==> config.mk <==
export PLATFORM = sky130hd
export DESIGN_NAME = modbus_rtu_coil_write_slave
export DESIGN_NICKNAME = d
export VERILOG_FILES = /design/src/rtl/mbcw_pkg.sv /design/src/rtl/mbcw_crc_byte.sv /design/src/rtl/modbus_rtu_coil_write_slave.sv
export VERILOG_INCLUDE_DIRS = /design/src /design/src/rtl
export SDC_FILE = /design/constraint.sdc
export NUM_CORES = 1
export LEC_CHECK = 0
export ABC_AREA = 0
export BUFFER_PORTS_ARGS = -buffer_cell sky130_fd_sc_hd__buf_2
export CAP_MARGIN = 20
export CORE_MARGIN = 4
export CORE_UTILIZATION = 38
export CTS_CLUSTER_SIZE = 16
export DETAILED_ROUTE_END_ITERATION = 8
export PLACE_DENSITY = 0.58
export SLEW_MARGIN = 0
export SYNTH_ARGS = -nofsm -noshare
export SYNTH_HDL_FRONTEND = slang
export SYNTH_SLANG_ARGS = --single-unit
==> constraint.sdc <==
create_clock -name clock -period 7.5 [get_ports clock]
set_input_delay 0 -clock clock [delete_from_list [all_inputs] [get_ports clock]]
set_output_delay 0 -clock clock [all_outputs]
set_load 0.02 [all_outputs]
==> src/rtl/assert_macros.svh <==
// assertion helpers for the rtl
`ifndef ASSERT_MACROS_SVH
`define ASSERT_MACROS_SVH

`ifndef SYNTHESIS

// same-cycle implication
`define ASSERT_IMPLIES(label, clk, rst, ante, cons) \
   label: assert property (@(posedge clk) disable iff (rst) (ante) |-> (cons)) \
      else $error("assertion failed: same-cycle implication");

// next-cycle implication
`define ASSERT_NEXT(label, clk, rst, ante, cons) \
   label: assert property (@(posedge clk) disable iff (rst) (ante) |=> (cons)) \
      else $error("assertion failed: next-cycle implication");

`else

`define ASSERT_IMPLIES(label, clk, rst, ante, cons)
`define ASSERT_NEXT(label, clk, rst, ante, cons)

`endif

`endif

==> src/rtl/mbcw_pkg.sv <==
`default_nettype none

package mbcw_pkg;

   localparam int unsigned FRAME_LEN = 8;
   localparam int unsigned CRC_BYTES = 6;
   localparam int unsigned CNT_W     = 4;
   localparam int unsigned IDX_W     = 3;

   localparam logic [15:0] CRC_INIT        = 16'hFFFF;
   localparam logic [15:0] CRC_POLY        = 16'hA001;
   localparam logic [7:0]  FUNC_WRITE_COIL = 8'h05;
   localparam logic [7:0]  ADDR_RESET      = 8'h01;

   typedef logic [7:0] byte_type;

endpackage

`default_nettype wire

==> src/rtl/mbcw_crc_byte.sv <==
`default_nettype none

// reflected crc-16 update over one byte, lsb first
module mbcw_crc_byte (
   input  wire  logic [15:0]           crc_cur,
   input  wire  mbcw_pkg::byte_type    data_byte,
   output logic [15:0]                 crc_next
);

   logic [15:0] acc;

   always_comb begin
      acc = crc_cur ^ {8'h00, data_byte};
      for (int k = 0; k < 8; k++) begin
         if (acc[0]) begin
            acc = {1'b0, acc[15:1]} ^ mbcw_pkg::CRC_POLY;
         end else begin
            acc = {1'b0, acc[15:1]};
         end
      end
      crc_next = acc;
   end

endmodule

`default_nettype wire

==> src/rtl/modbus_rtu_coil_write_slave.sv <==
// latency: a matching frame's first response item is valid the cycle after its last byte
// throughput: one request byte per cycle bar the stall below, one rsp item per ready cycle
// a frame-end byte stalls only while the previous 8-item response is still draining
// reset (synchronous, active high) clears byte count and response state, sets the crc
// to its initial value and sets the station address to 1
`default_nettype none
`include "assert_macros.svh"

module modbus_rtu_coil_write_slave (
   input  wire  logic        clock,
   input  wire  logic        reset,
   input  wire  logic        req_tvalid,
   output logic              req_tready,
   input  wire  logic [7:0]  req_tdata,   // [7:0] rx_byte
   input  wire  logic        req_tlast,   // frame_end
   output logic              rsp_tvalid,
   input  wire  logic        rsp_tready,
   output logic [7:0]        rsp_tdata,   // [7:0] tx_byte
   output logic              rsp_tlast,   // last
   output logic [5:0]        rsp_tuser,   // [0] relay_write, [4:1] relay_index, [5] relay_level
   input  wire  logic        csr_valid,
   output logic              csr_ready,
   input  wire  logic [7:0]  csr_data    // [7:0] slave_address
);

   localparam int unsigned FL = mbcw_pkg::FRAME_LEN;

   mbcw_pkg::byte_type                 store_ff [FL];
   mbcw_pkg::byte_type                 shift_ff [FL];
   mbcw_pkg::byte_type                 shift_in [FL];
   logic [mbcw_pkg::CNT_W-1:0]         byte_count_ff, byte_count_in;
   logic [15:0]                        crc_ff, crc_in, crc_upd;
   logic [7:0]                         addr_ff;
   logic                               busy_ff, busy_in;
   logic [mbcw_pkg::IDX_W-1:0]         tx_cnt_ff, tx_cnt_in;
   logic [3:0]                         index_ff, index_in;
   logic                               level_ff, level_in;

   logic       req_acc, rsp_done, frame_ok, load, first;
   logic [7:0] b7;

   mbcw_crc_byte u_crc (
      .crc_cur   (crc_ff),
      .data_byte (req_tdata),
      .crc_next  (crc_upd)
   );

   assign csr_ready = 1'b1;
   assign rsp_done  = busy_ff && rsp_tready && (tx_cnt_ff == mbcw_pkg::IDX_W'(FL - 1));
   assign req_tready = !busy_ff || !req_tlast || rsp_done;
   assign req_acc    = req_tvalid && req_tready;

   // byte 7 may be the byte arriving right now
   assign b7 = (byte_count_ff == mbcw_pkg::CNT_W'(FL - 1)) ? req_tdata : store_ff[FL-1];

   assign frame_ok = (byte_count_ff >= mbcw_pkg::CNT_W'(FL - 1))
                  && ({b7, store_ff[FL-2]} == crc_ff)
                  && (store_ff[0] == addr_ff)
                  && (store_ff[1] == mbcw_pkg::FUNC_WRITE_COIL);

   assign load  = req_acc && req_tlast && frame_ok;
   assign first = (tx_cnt_ff == '0);

   assign rsp_tvalid = busy_ff;
   assign rsp_tdata  = shift_ff[0];
   assign rsp_tlast  = (tx_cnt_ff == mbcw_pkg::IDX_W'(FL - 1));
   assign rsp_tuser  = {level_ff & first, index_ff & {4{first}}, first};

   always_comb begin
      byte_count_in = byte_count_ff;
      crc_in        = crc_ff;
      if (req_acc) begin
         if (byte_count_ff < mbcw_pkg::CNT_W'(FL)) begin
            byte_count_in = byte_count_ff + 1'b1;
            if (byte_count_ff < mbcw_pkg::CNT_W'(mbcw_pkg::CRC_BYTES)) begin
               crc_in = crc_upd;
            end
         end
         if (req_tlast) begin
            byte_count_in = '0;
            crc_in        = mbcw_pkg::CRC_INIT;
         end
      end
   end

   always_comb begin
      busy_in   = busy_ff;
      tx_cnt_in = tx_cnt_ff;
      index_in  = index_ff;
      level_in  = level_ff;
      for (int i = 0; i < FL; i++) begin
         shift_in[i] = shift_ff[i];
      end
      if (busy_ff && rsp_tready) begin
         tx_cnt_in = tx_cnt_ff + 1'b1;
         for (int i = 0; i < FL - 1; i++) begin
            shift_in[i] = shift_ff[i+1];
         end
         if (rsp_done) begin
            busy_in = 1'b0;
         end
      end
      if (load) begin
         busy_in   = 1'b1;
         tx_cnt_in = '0;
         index_in  = store_ff[3][3:0];
         level_in  = |{store_ff[4], store_ff[5]};
         for (int i = 0; i < FL - 1; i++) begin
            shift_in[i] = store_ff[i];
         end
         shift_in[FL-1] = b7;
      end
   end

   always_ff @(posedge clock) begin
      if (reset) begin
         byte_count_ff <= '0;
         crc_ff        <= mbcw_pkg::CRC_INIT;
         addr_ff       <= mbcw_pkg::ADDR_RESET;
         busy_ff       <= 1'b0;
         tx_cnt_ff     <= '0;
      end else begin
         byte_count_ff <= byte_count_in;
         crc_ff        <= crc_in;
         busy_ff       <= busy_in;
         tx_cnt_ff     <= tx_cnt_in;
         if (csr_valid && csr_ready) begin
            addr_ff <= csr_data;
         end
      end
   end

   // payload registers, no reset
   always_ff @(posedge clock) begin
      index_ff <= index_in;
      level_ff <= level_in;
      for (int i = 0; i < FL; i++) begin
         shift_ff[i] <= shift_in[i];
      end
      if (req_acc && (byte_count_ff < mbcw_pkg::CNT_W'(FL))) begin
         store_ff[byte_count_ff[mbcw_pkg::IDX_W-1:0]] <= req_tdata;
      end
   end

   `ASSERT_IMPLIES(a_no_overrun, clock, reset, load, (!busy_ff || rsp_done))
   `ASSERT_IMPLIES(a_count_range, clock, reset, 1'b1, (byte_count_ff <= mbcw_pkg::CNT_W'(FL)))
   `ASSERT_NEXT(a_frame_close, clock, reset, (req_acc && req_tlast), ((byte_count_ff == '0) && (crc_ff == mbcw_pkg::CRC_INIT)))
   `ASSERT_NEXT(a_drain_idle, clock, reset, (rsp_done && !load), !busy_ff)

endmodule

`default_nettype wire

==> results.txt, run 1 <==
----------------------------------------------------
[Outcome]
  Run status ... complete, no violations

[Logic synthesis]
  Syn_nets ... 472
  Register bit total from synthesis ... 165
  Syn_area_per_cell ... roughly 16 µm²
  Post-Synthesis Cells ... between 400 and 500
  Count of yosys warnings during synthesis ... 0
  Cell variety after synth ... 42
  Cell area after technology mapping ... approximately 0.0070 mm²
  Mux share of post-synthesis cell area ... 0.130
  Xor-xnor portion of the synthesized cell area ... 0.0607
  Compound-cell area share of the yosys netlist ... 0.0269
  Post-synthesis adder-cell area fraction ... 0.00714
  Sequential element share of the synthesized area ... 0.661
  Dominant combinational cell family by area after synthesis ... multiplexers
  Area share of and/or/nand/nor cells after synthesis ... 0.0858

[Timing]
  Number of hold violations in the final report ... 0
  Final setup vio count ... 0
  Normalized max-slew margin ... 0.280
  Fmax ... roughly 310 MHz
  Least-Margin Pin Slew ... about 1100 ps
  Setup Skew ... roughly 9.4 ps
  Tcrit/Tclk final ... 0.429
  Unrepaired setup endpoints after global routing ... false
  Number of max-slew violations in the final report ... 0
  Sum of negative setup slack ... 0 ps
  Worst-case hold slack ... ~10 ps
  Final period demand of the worst path ... ~3200 ps

[Global routing]
  Total GRT Usage ... 0.141
  Via count of the first global-routing pass ... roughly 3,800
  Maximum number of pins on one net before global-route repair ... 61
  Initial antenna violation count ... 0
  Overflow left after global routing ... 0
  Wire length of the first global-routing pass ... approximately 21 mm

[Setup path]
  Launching element type of the critical path ... flip-flop
  Crit Path Class ... reg2reg
  Critical Path Sink Type ... flip-flop
  Gate family responsible for the most delay along the worst path ... simple AND/OR/NAND/NOR gates
  Worst reg2reg path endpoint ... shift_ff[0][24]
  Register-to-register setup slack ... roughly 4300 ps
  Critical path buffers and inverters ... 1
  Crit path required time ... approximately 7600 ps
  Logic depth of the worst setup path including buffers ... 8
  Delay of the slowest cell on the worst path ... between 500 and 600 ps
  Critical Path Slowest Stage Cell ... buf_4
  Worst reg2reg path startpoint ... byte_count_ff[1]
  Cell count of the worst reg-to-reg path ... 8
  Cells along the critical path ... ha_1 > nand3b_4 > mux2_4 > xor2_1 > nor4_2 > nand4_4 > nand2_2 > buf_4
  Largest driver fanout on the critical path ... between 40 and 50
  Launch point of the worst path ... byte_count_ff[1]
  CP Data Arrival Time ... between 3000 and 4000 ps
  Worst setup path end ... shift_ff[0][24]

[Power and ir drop]
  Power share of the clock group ... 0.393
  IR drop worst, VDD ... between 0.15 and 0.2 mV
  Net load switching power ... between 300 and 400 µW
  Internal Dissipation ... about 1.5 mW
  Power per cell area ... approximately 230 mW/mm²
  Design Power ... about 1.9 mW
  Portion of total power attributed to sequential cells ... 0.545
  Switching power share of the total ... 0.211
  Part of the power in combinational logic ... 0.063
  Leak Pwr ... a little over 3 nW

[Drt]
  DRT iter0 DRCs ... about 230
  Total via count after detailed routing ... 3,662
  Post-route antenna net violation count ... 0
  Routed length per placed instance ... between 15 and 20 µm
  Length of the first detailed-routing pass in iterations ... 4
  Drt drc ... 0
  Total length of routed wires ... roughly 14 mm
  Post-DR vias/cell ... approximately 5

[Clocking]
  TritonCTS clock tree ... built
  Buffer depth of the longest clock path ... 2
  Root Driver ... clkbuf_16
  CTS clk-pin slew, worst paths ... 60 ps
  Post-CTS Hold Fix Bufs ... 21
  Max H-tree Level ... 4
  Post_cts resized ... 0
  CTS Buf Count ... 17
  Number of setup buffers added after CTS ... 0
  Clock latency on the worst-skew pair ... about 420 ps
  # clock sinks ... about 170

[Cells and area]
  Fin nets ... ~530
  Fill cell instance count of the final layout ... between 1,500 and 2,000
  Number of diodes ... 0
  Layout area overhead ... 14.6%
  Final Cell Area ... 0.00804 mm²
  Seq. cell area ... 0.00463 mm²
  Post-route non-filler standard cell count ... between 700 and 800
  Share of layout cells above drive strength 1 ... 0.256
  Combined area of the multi-input logic cells ... around 0.0022 mm²

[Floorplan]
  Area of the core ... 0.0180 mm²
  DIE WIDTH ... approximately 140 µm
  Effective utilization at floorplan ... 0.389
  Die Y-Extent ... 144 µm
  Floorplan die area ... a little over 0.02 mm²
  Cell Rows ... a little under 50
  Number of ports placed on the die boundary ... 40

[Flow run]
  Number of max-cap violations ... 0

[Place]
  Routability cong. ... roughly 0.85
  Port Buffers ... 38
  Total cell area at the placement stage ... ~0.0073 mm²
  Number of cells after detailed placement ... 690
  HPWL reported at the end of detailed placement ... 9.11 mm

[Min path]
  Worst hold path stage count ... 3
  Class of the worst hold path ... in2reg

----------------------------------------------------
## state kept, by name, summed over array words and instances (netlist names)
| signal | flops |
|---|---|
| level_ff | 1 |
| store_ff | 64 |
| crc_ff | 16 |
| shift_ff | 64 |
| byte_count_ff | 4 |
| rsp_tvalid | 1 |
| index_ff | 4 |
| addr_ff | 8 |
| tx_cnt_ff | 3 |
## placed cells by master, fill, tap and decap left out, types with 3 or more instances in the layout
master | Yosys | final
and3b_1 | 3 | 3
clkbuf_1 | 11 | 7
xnor2_1 | 18 | 18
nand2b_1 | 7 | 7
nor4_1 | 8 | 7
o21bai_1 | 12 | 12
mux2_4 | 50 | 50
edfxtp_1 | 133 | 133
and2_1 | 11 | 11
nand4_1 | 3 | 3
mux2i_1 | 7 | 7
a31oi_1 | 3 | 3
dfxtp_1 | 32 | 32
xor2_1 | 28 | 28
mux2_2 | 8 | 8
nor2_1 | 30 | 30
buf_4 | 10 | 4
buf_2 | 0 | 38
nand2_1 | 9 | 8
nor3_1 | 19 | 19
dlygate4sd3_1 | 0 | 21
nand3_1 | 3 | 3
inv_1 | 3 | 3
a21oi_1 | 5 | 5
ha_1 | 4 | 4
nor4_2 | 2 | 3
clkinv_2 | 0 | 4
clkbuf_16 | 0 | 17
## cell usage after synthesis
master | number | area, µm²
o21ai_0 | 1 | 5.00
mux2_2 | 8 | 90.1
nor4_2 | 2 | 25.0
nand2b_1 | 7 | 43.8
nand4_4 | 1 | 21.3
ha_1 | 4 | 50.1
and3b_1 | 3 | 26.3
or2_2 | 2 | 12.5
and3_1 | 2 | 12.5
a21bo_2 | 1 | 10.0
mux2_4 | 50 | 751
nand2_1 | 9 | 33.8
nor4_1 | 8 | 50.1
dfxtp_1 | 32 | 641
buf_4 | 10 | 75.1
inv_1 | 3 | 11.3
a311oi_1 | 1 | 8.76
buf_6 | 6 | 67.6
xnor3_1 | 1 | 22.5
nor2b_1 | 2 | 12.5
a21boi_0 | 1 | 7.51
a21oi_1 | 5 | 25.0
and4_1 | 1 | 8.76
mux2i_1 | 7 | 70.1
nand3_1 | 3 | 15.0
a21o_1 | 1 | 7.51
conb_1 | 1 | 3.75
or2b_1 | 1 | 7.51
a211o_1 | 1 | 8.76
xor2_1 | 28 | 245
xnor2_1 | 18 | 158
clkbuf_1 | 11 | 41.3
nor3_1 | 19 | 95.1
a211oi_1 | 1 | 7.51
nor4b_1 | 2 | 17.5
nor2_1 | 30 | 113
edfxtp_1 | 133 | 3990
o21bai_1 | 12 | 90.1
nand3b_4 | 1 | 20.0
nand4_1 | 3 | 18.8
and2_1 | 11 | 68.8
a31oi_1 | 3 | 18.8
## area by class of cell
cell class | count | share of cell area
flip-flops and latches | 165 | 0.577
multi-input cells | 251 | 0.272
clock buffers | 24 | 0.0562
repair buffers | 63 | 0.0536
well taps | 229 | 0.0357
clock inverters | 6 | 0.00405
inverters | 3 | 0.00140
## cell families after synthesis
family                     Yosys count
DFF                                165
and+or+nand+nor                    107
muxes                               65
xor gates and xnor gates            47
buffers and inverters               30
AOI/OAI and AO/OA                   27
adders and majority gates            4
other                                1
## how the worst min path moves through the flow
stage / end / slack, ps / startpoint
floorplan: store_ff[0][0] / 100 / req_tdata[0]
global placement: addr_ff[0] / 220 / csr_data[0]
detailed placement: addr_ff[0] / 220 / csr_data[0]
CTS: addr_ff[4] / 0.3 / csr_valid
global route: store_ff[7][5] / 10 / req_tdata[5]
finish: addr_ff[4] / 10 / csr_valid
## worst reg2reg max path: stages (launching register included)
cell and delay [ps]:
dfxtp_1 460, ha_1 290, nand3b_4 180, mux2_4 350
xor2_1 150, nor4_2 440, nand4_4 130, nand2_2 280
buf_4 550
## per-stage QoR
step | setup slack [ps] | util
2_1_floorplan | 3800 | -
3_3_place_gp | 4370 | 0.407
3_5_place_dp | 4280 | 0.407
4_1_cts | 4260 | 0.446
5_1_grt | 4060 | 0.446
6_report | 4280 | 0.446
## metal layers
metal  GRT usage  wire length (µm)
met5           0                 0
met4      0.0595               301
met3      0.0373               608
met2       0.226              6710
met1       0.182              6090
## power by group through the flow
stage | combinational [mW] | clock, mW | sequential (mW)
after floorplan | 0.0784 | 0 | 1.03
final | 0.117 | 0.731 | 1.01
after CTS | 0.117 | 0.748 | 1.01
after detailed placement | 0.107 | 0 | 1.03
after global routing | 0.128 | 0.793 | 1.02
after global placement | 0.106 | 0 | 1.03
No activity file was read; power rests on OpenSTA's default activity.
==> run 2: changes to the inputs <==
--- a/config.mk
+++ b/config.mk
@@ -13,7 +13,7 @@
 export CORE_UTILIZATION = 38
 export CTS_CLUSTER_SIZE = 16
 export DETAILED_ROUTE_END_ITERATION = 8
-export PLACE_DENSITY = 0.58
+export PLACE_DENSITY = 0.6
 export SLEW_MARGIN = 0
 export SYNTH_ARGS = -nofsm -noshare
 export SYNTH_HDL_FRONTEND = slang
==> constraint.sdc (replaced) <==
create_clock -name clock -period 2.6 [get_ports clock]
set_input_delay 0 -clock clock [delete_from_list [all_inputs] [get_ports clock]]
set_output_delay 0 -clock clock [all_outputs]
set_load 0.02 [all_outputs]
==> results.txt, run 2 (synthesized netlist as in run 1, its figures left out) <==
----------------------------------------------------
[Timing]
  Number of max-slew violations in the final report ... 0 (unchanged)
  Final setup vio count ... 51 (was 0)
  Fmax ... 382 MHz (was 310 MHz)
  Unrepaired setup endpoints after global routing ... true (was false)
  Number of hold violations in the final report ... 0 (unchanged)
  Worst setup slack after layout ... -17.4 ps (was 4280 ps)
  Setup Skew ... 11.2 ps (was 9.35 ps)
  Worst-case hold slack ... 14.4 ps (was 10.1 ps)
  Normalized max-slew margin ... 0.577 (was 0.280)
  Final period demand of the worst path ... 2620 ps (was 3220 ps)
  Tcrit/Tclk final ... 1.01 (was 0.429)
  Least-Margin Pin Slew ... 634 ps (was 1080 ps)

[Power and ir drop]
  Switching power share of the total ... 0.205 (was 0.211)
  Internal Dissipation ... 4.75 mW (was 1.47 mW)
  Power per cell area ... 684 mW/mm² (was 232 mW/mm²)
  Portion of total power attributed to sequential cells ... 0.489 (was 0.545)
  Design Power ... 5.98 mW (was 1.86 mW)
  IR drop worst, VDD ... 0.623 mV (was 0.157 mV)
  Leak Pwr ... 3.41 nW (was 3.04 nW)
  Power share of the clock group ... 0.453 (was 0.393)
  Part of the power in combinational logic ... 0.058 (was 0.063)
  Net load switching power ... 1.22 mW (was 392 µW)

[Place]
  HPWL reported at the end of detailed placement ... 9.73 mm (was 9.11 mm)
  Port Buffers ... 38 (unchanged)
  Routability cong. ... 0.816 (was 0.851)

[Floorplan]
  Effective utilization at floorplan ... 0.389 (unchanged)
  DIE WIDTH ... 144 µm (unchanged)
  Area of the core ... 0.0180 mm² (unchanged)
  Die Y-Extent ... 144 µm (unchanged)
  Floorplan die area ... 0.0207 mm² (unchanged)
  Number of ports placed on the die boundary ... 40 (unchanged)
  Cell Rows ... 49 (unchanged)

[Setup path]
  Largest driver fanout on the critical path ... 8 (was 44)
  Crit Path Class ... reg2reg (unchanged)
  Critical Path Sink Type ... flip-flop (unchanged)
  CP Data Arrival Time ... 2780 ps (was 3270 ps)
  Launching element type of the critical path ... flip-flop (unchanged)
  Crit path required time ... 2760 ps (was 7550 ps)

[Global routing]
  Met2 usage ... 0.236 (was 0.226)
  Total GRT Usage ... 0.143 (was 0.141)
  GRT met3 Usage ... 0.0443 (was 0.0373)
  Via count of the first global-routing pass ... 3,917 (was 3,758)
  Busiest layer in global routing ... met2 (unchanged)
  Maximum number of pins on one net before global-route repair ... 35 (was 61)
  Initial antenna violation count ... 1 (was 0)
  Wire length of the first global-routing pass ... 21.8 mm (was 21.2 mm)
  Met1 Usage GRT ... 0.180 (was 0.182)
  Overflow left after global routing ... 0 (unchanged)

[Clocking]
  TritonCTS clock tree ... built (unchanged)
  CTS Buf Count ... 17 (unchanged)
  # clock sinks ... 165 (unchanged)
  Buffer depth of the longest clock path ... 2 (unchanged)
  Clock latency on the worst-skew pair ... 420 ps (about the same)
  Max H-tree Level ... 4 (unchanged)
  Root Driver ... clkbuf_16 (unchanged)
  CTS clk-pin slew, worst paths ... 70 ps (was 60 ps)

[Flow run]
  Number of max-cap violations ... 0 (unchanged)

[Drt]
  Total length of routed wires ... 14.5 mm (was 13.7 mm)
  Post-DR vias/cell ... 4.85 (was 4.94)
  Drt drc ... 0 (unchanged)
  Routed length per placed instance ... 18.7 µm (was 18.5 µm)
  DRT iter0 DRCs ... 226 (was 233)
  Post-route antenna net violation count ... 0 (unchanged)
  Total via count after detailed routing ... 3,780 (was 3,662)
  Length of the first detailed-routing pass in iterations ... 4 (unchanged)

[Cells and area]
  Layout area overhead ... 24.6% (was 14.6%)
  Highest-count cells in the layout ignoring fill and taps ... edfxtp_1 (133), mux2_4 (50), buf_2 (38) (unchanged)
  Commonest non-fill, non-tap cell in the layout ... edfxtp_1 (unchanged)
  Share of layout cells above drive strength 1 ... 0.327 (was 0.256)
  Seq. cell area ... 0.00464 mm² (was 0.00463 mm²)
  Fin nets ... 563 (was 527)
  Number of diodes ... 0 (unchanged)
  Fill cell instance count of the final layout ... 1,550 (was 1,626)
  Combined area of the multi-input logic cells ... 0.00224 mm² (was 0.00219 mm²)

[Outcome]
  Run status ... finished, violations left (was complete, no violations)
  Failing checks ... setup timing

[Min path]
  Class of the worst hold path ... in2reg (unchanged)

----------------------------------------------------
[run 2: metal layers]
layer  vias to the layer above  routed length, µm
li1                       1822                  -
met1                      1862               6480
met2                        77               7190
met3                        17                692
met4                         2                175
met5                         -                 13
[run 2: critical path, cell delays in order (launching register included)]
cell and delay, ps:
dfxtp_4 350, ha_4 170, nand3b_4 150, buf_4 130, mux2_2 340, xor2_1 150
nor4_2 160, buf_4 180, nand4_4 80, buf_12 170, clkbuf_16 170, mux2_4 300
[run 2: cell type report]
cell class / count / area share
well taps: 229 / 0.0328
flip-flops and latches: 165 / 0.531
inverters: 3 / 0.00129
repair buffers: 98 / 0.103
multi-input cells: 252 / 0.256
clock inverters: 7 / 0.0112
clock buffers: 25 / 0.0642
[run 2: power by group through the flow]
stage	Sequential, mW	Combinational (mW)	Clock (mW)
after floorplan	2.96	0.226	0
after global placement	2.98	0.321	0
after detailed placement	2.98	0.323	0
after CTS	2.93	0.349	2.77
after global routing	2.93	0.385	2.89
final	2.92	0.347	2.71
[run 2: worst paths after layout]
check	start	to	slack, ps	depth (start not counted)
worst max-delay path	byte_count_ff[1]	shift_ff[1][5]	-20	11
worst min-delay path	csr_valid	addr_ff[1]	10	3
worst max register to register	byte_count_ff[1]	shift_ff[1][5]	-20	11
worst min register to register	store_ff[3][0]	index_ff[0]	460	0
[run 2: metrics by stage]
step / TNS, ps / worst slack [ps] / instance area (µm²) / utilization / std cells
CTS: -544 / -20.0 / 8480 / 0.471 / 765
global placement: 0 / 42.1 / 7620 / 0.423 / 714
detailed placement: -1090 / -26.0 / 7620 / 0.423 / 714
floorplan: 0 / 2.98 / 7060 / - / 446
global route: -11300 / -129 / 8730 / 0.485 / 779
finish: -417 / -17.4 / 8730 / 0.485 / 779
[run 2: what timing repair did]
item | in CTS | in global routing
hold endpoints to repair | 63 | 0
gates resized for setup | 1 | 2
buffers inserted | 0 | 5
cloned | 0 | 9
endpoints found under the setup margin | 100 | 103
hold buffers | 19 | 0
pin swaps | 0 | 2
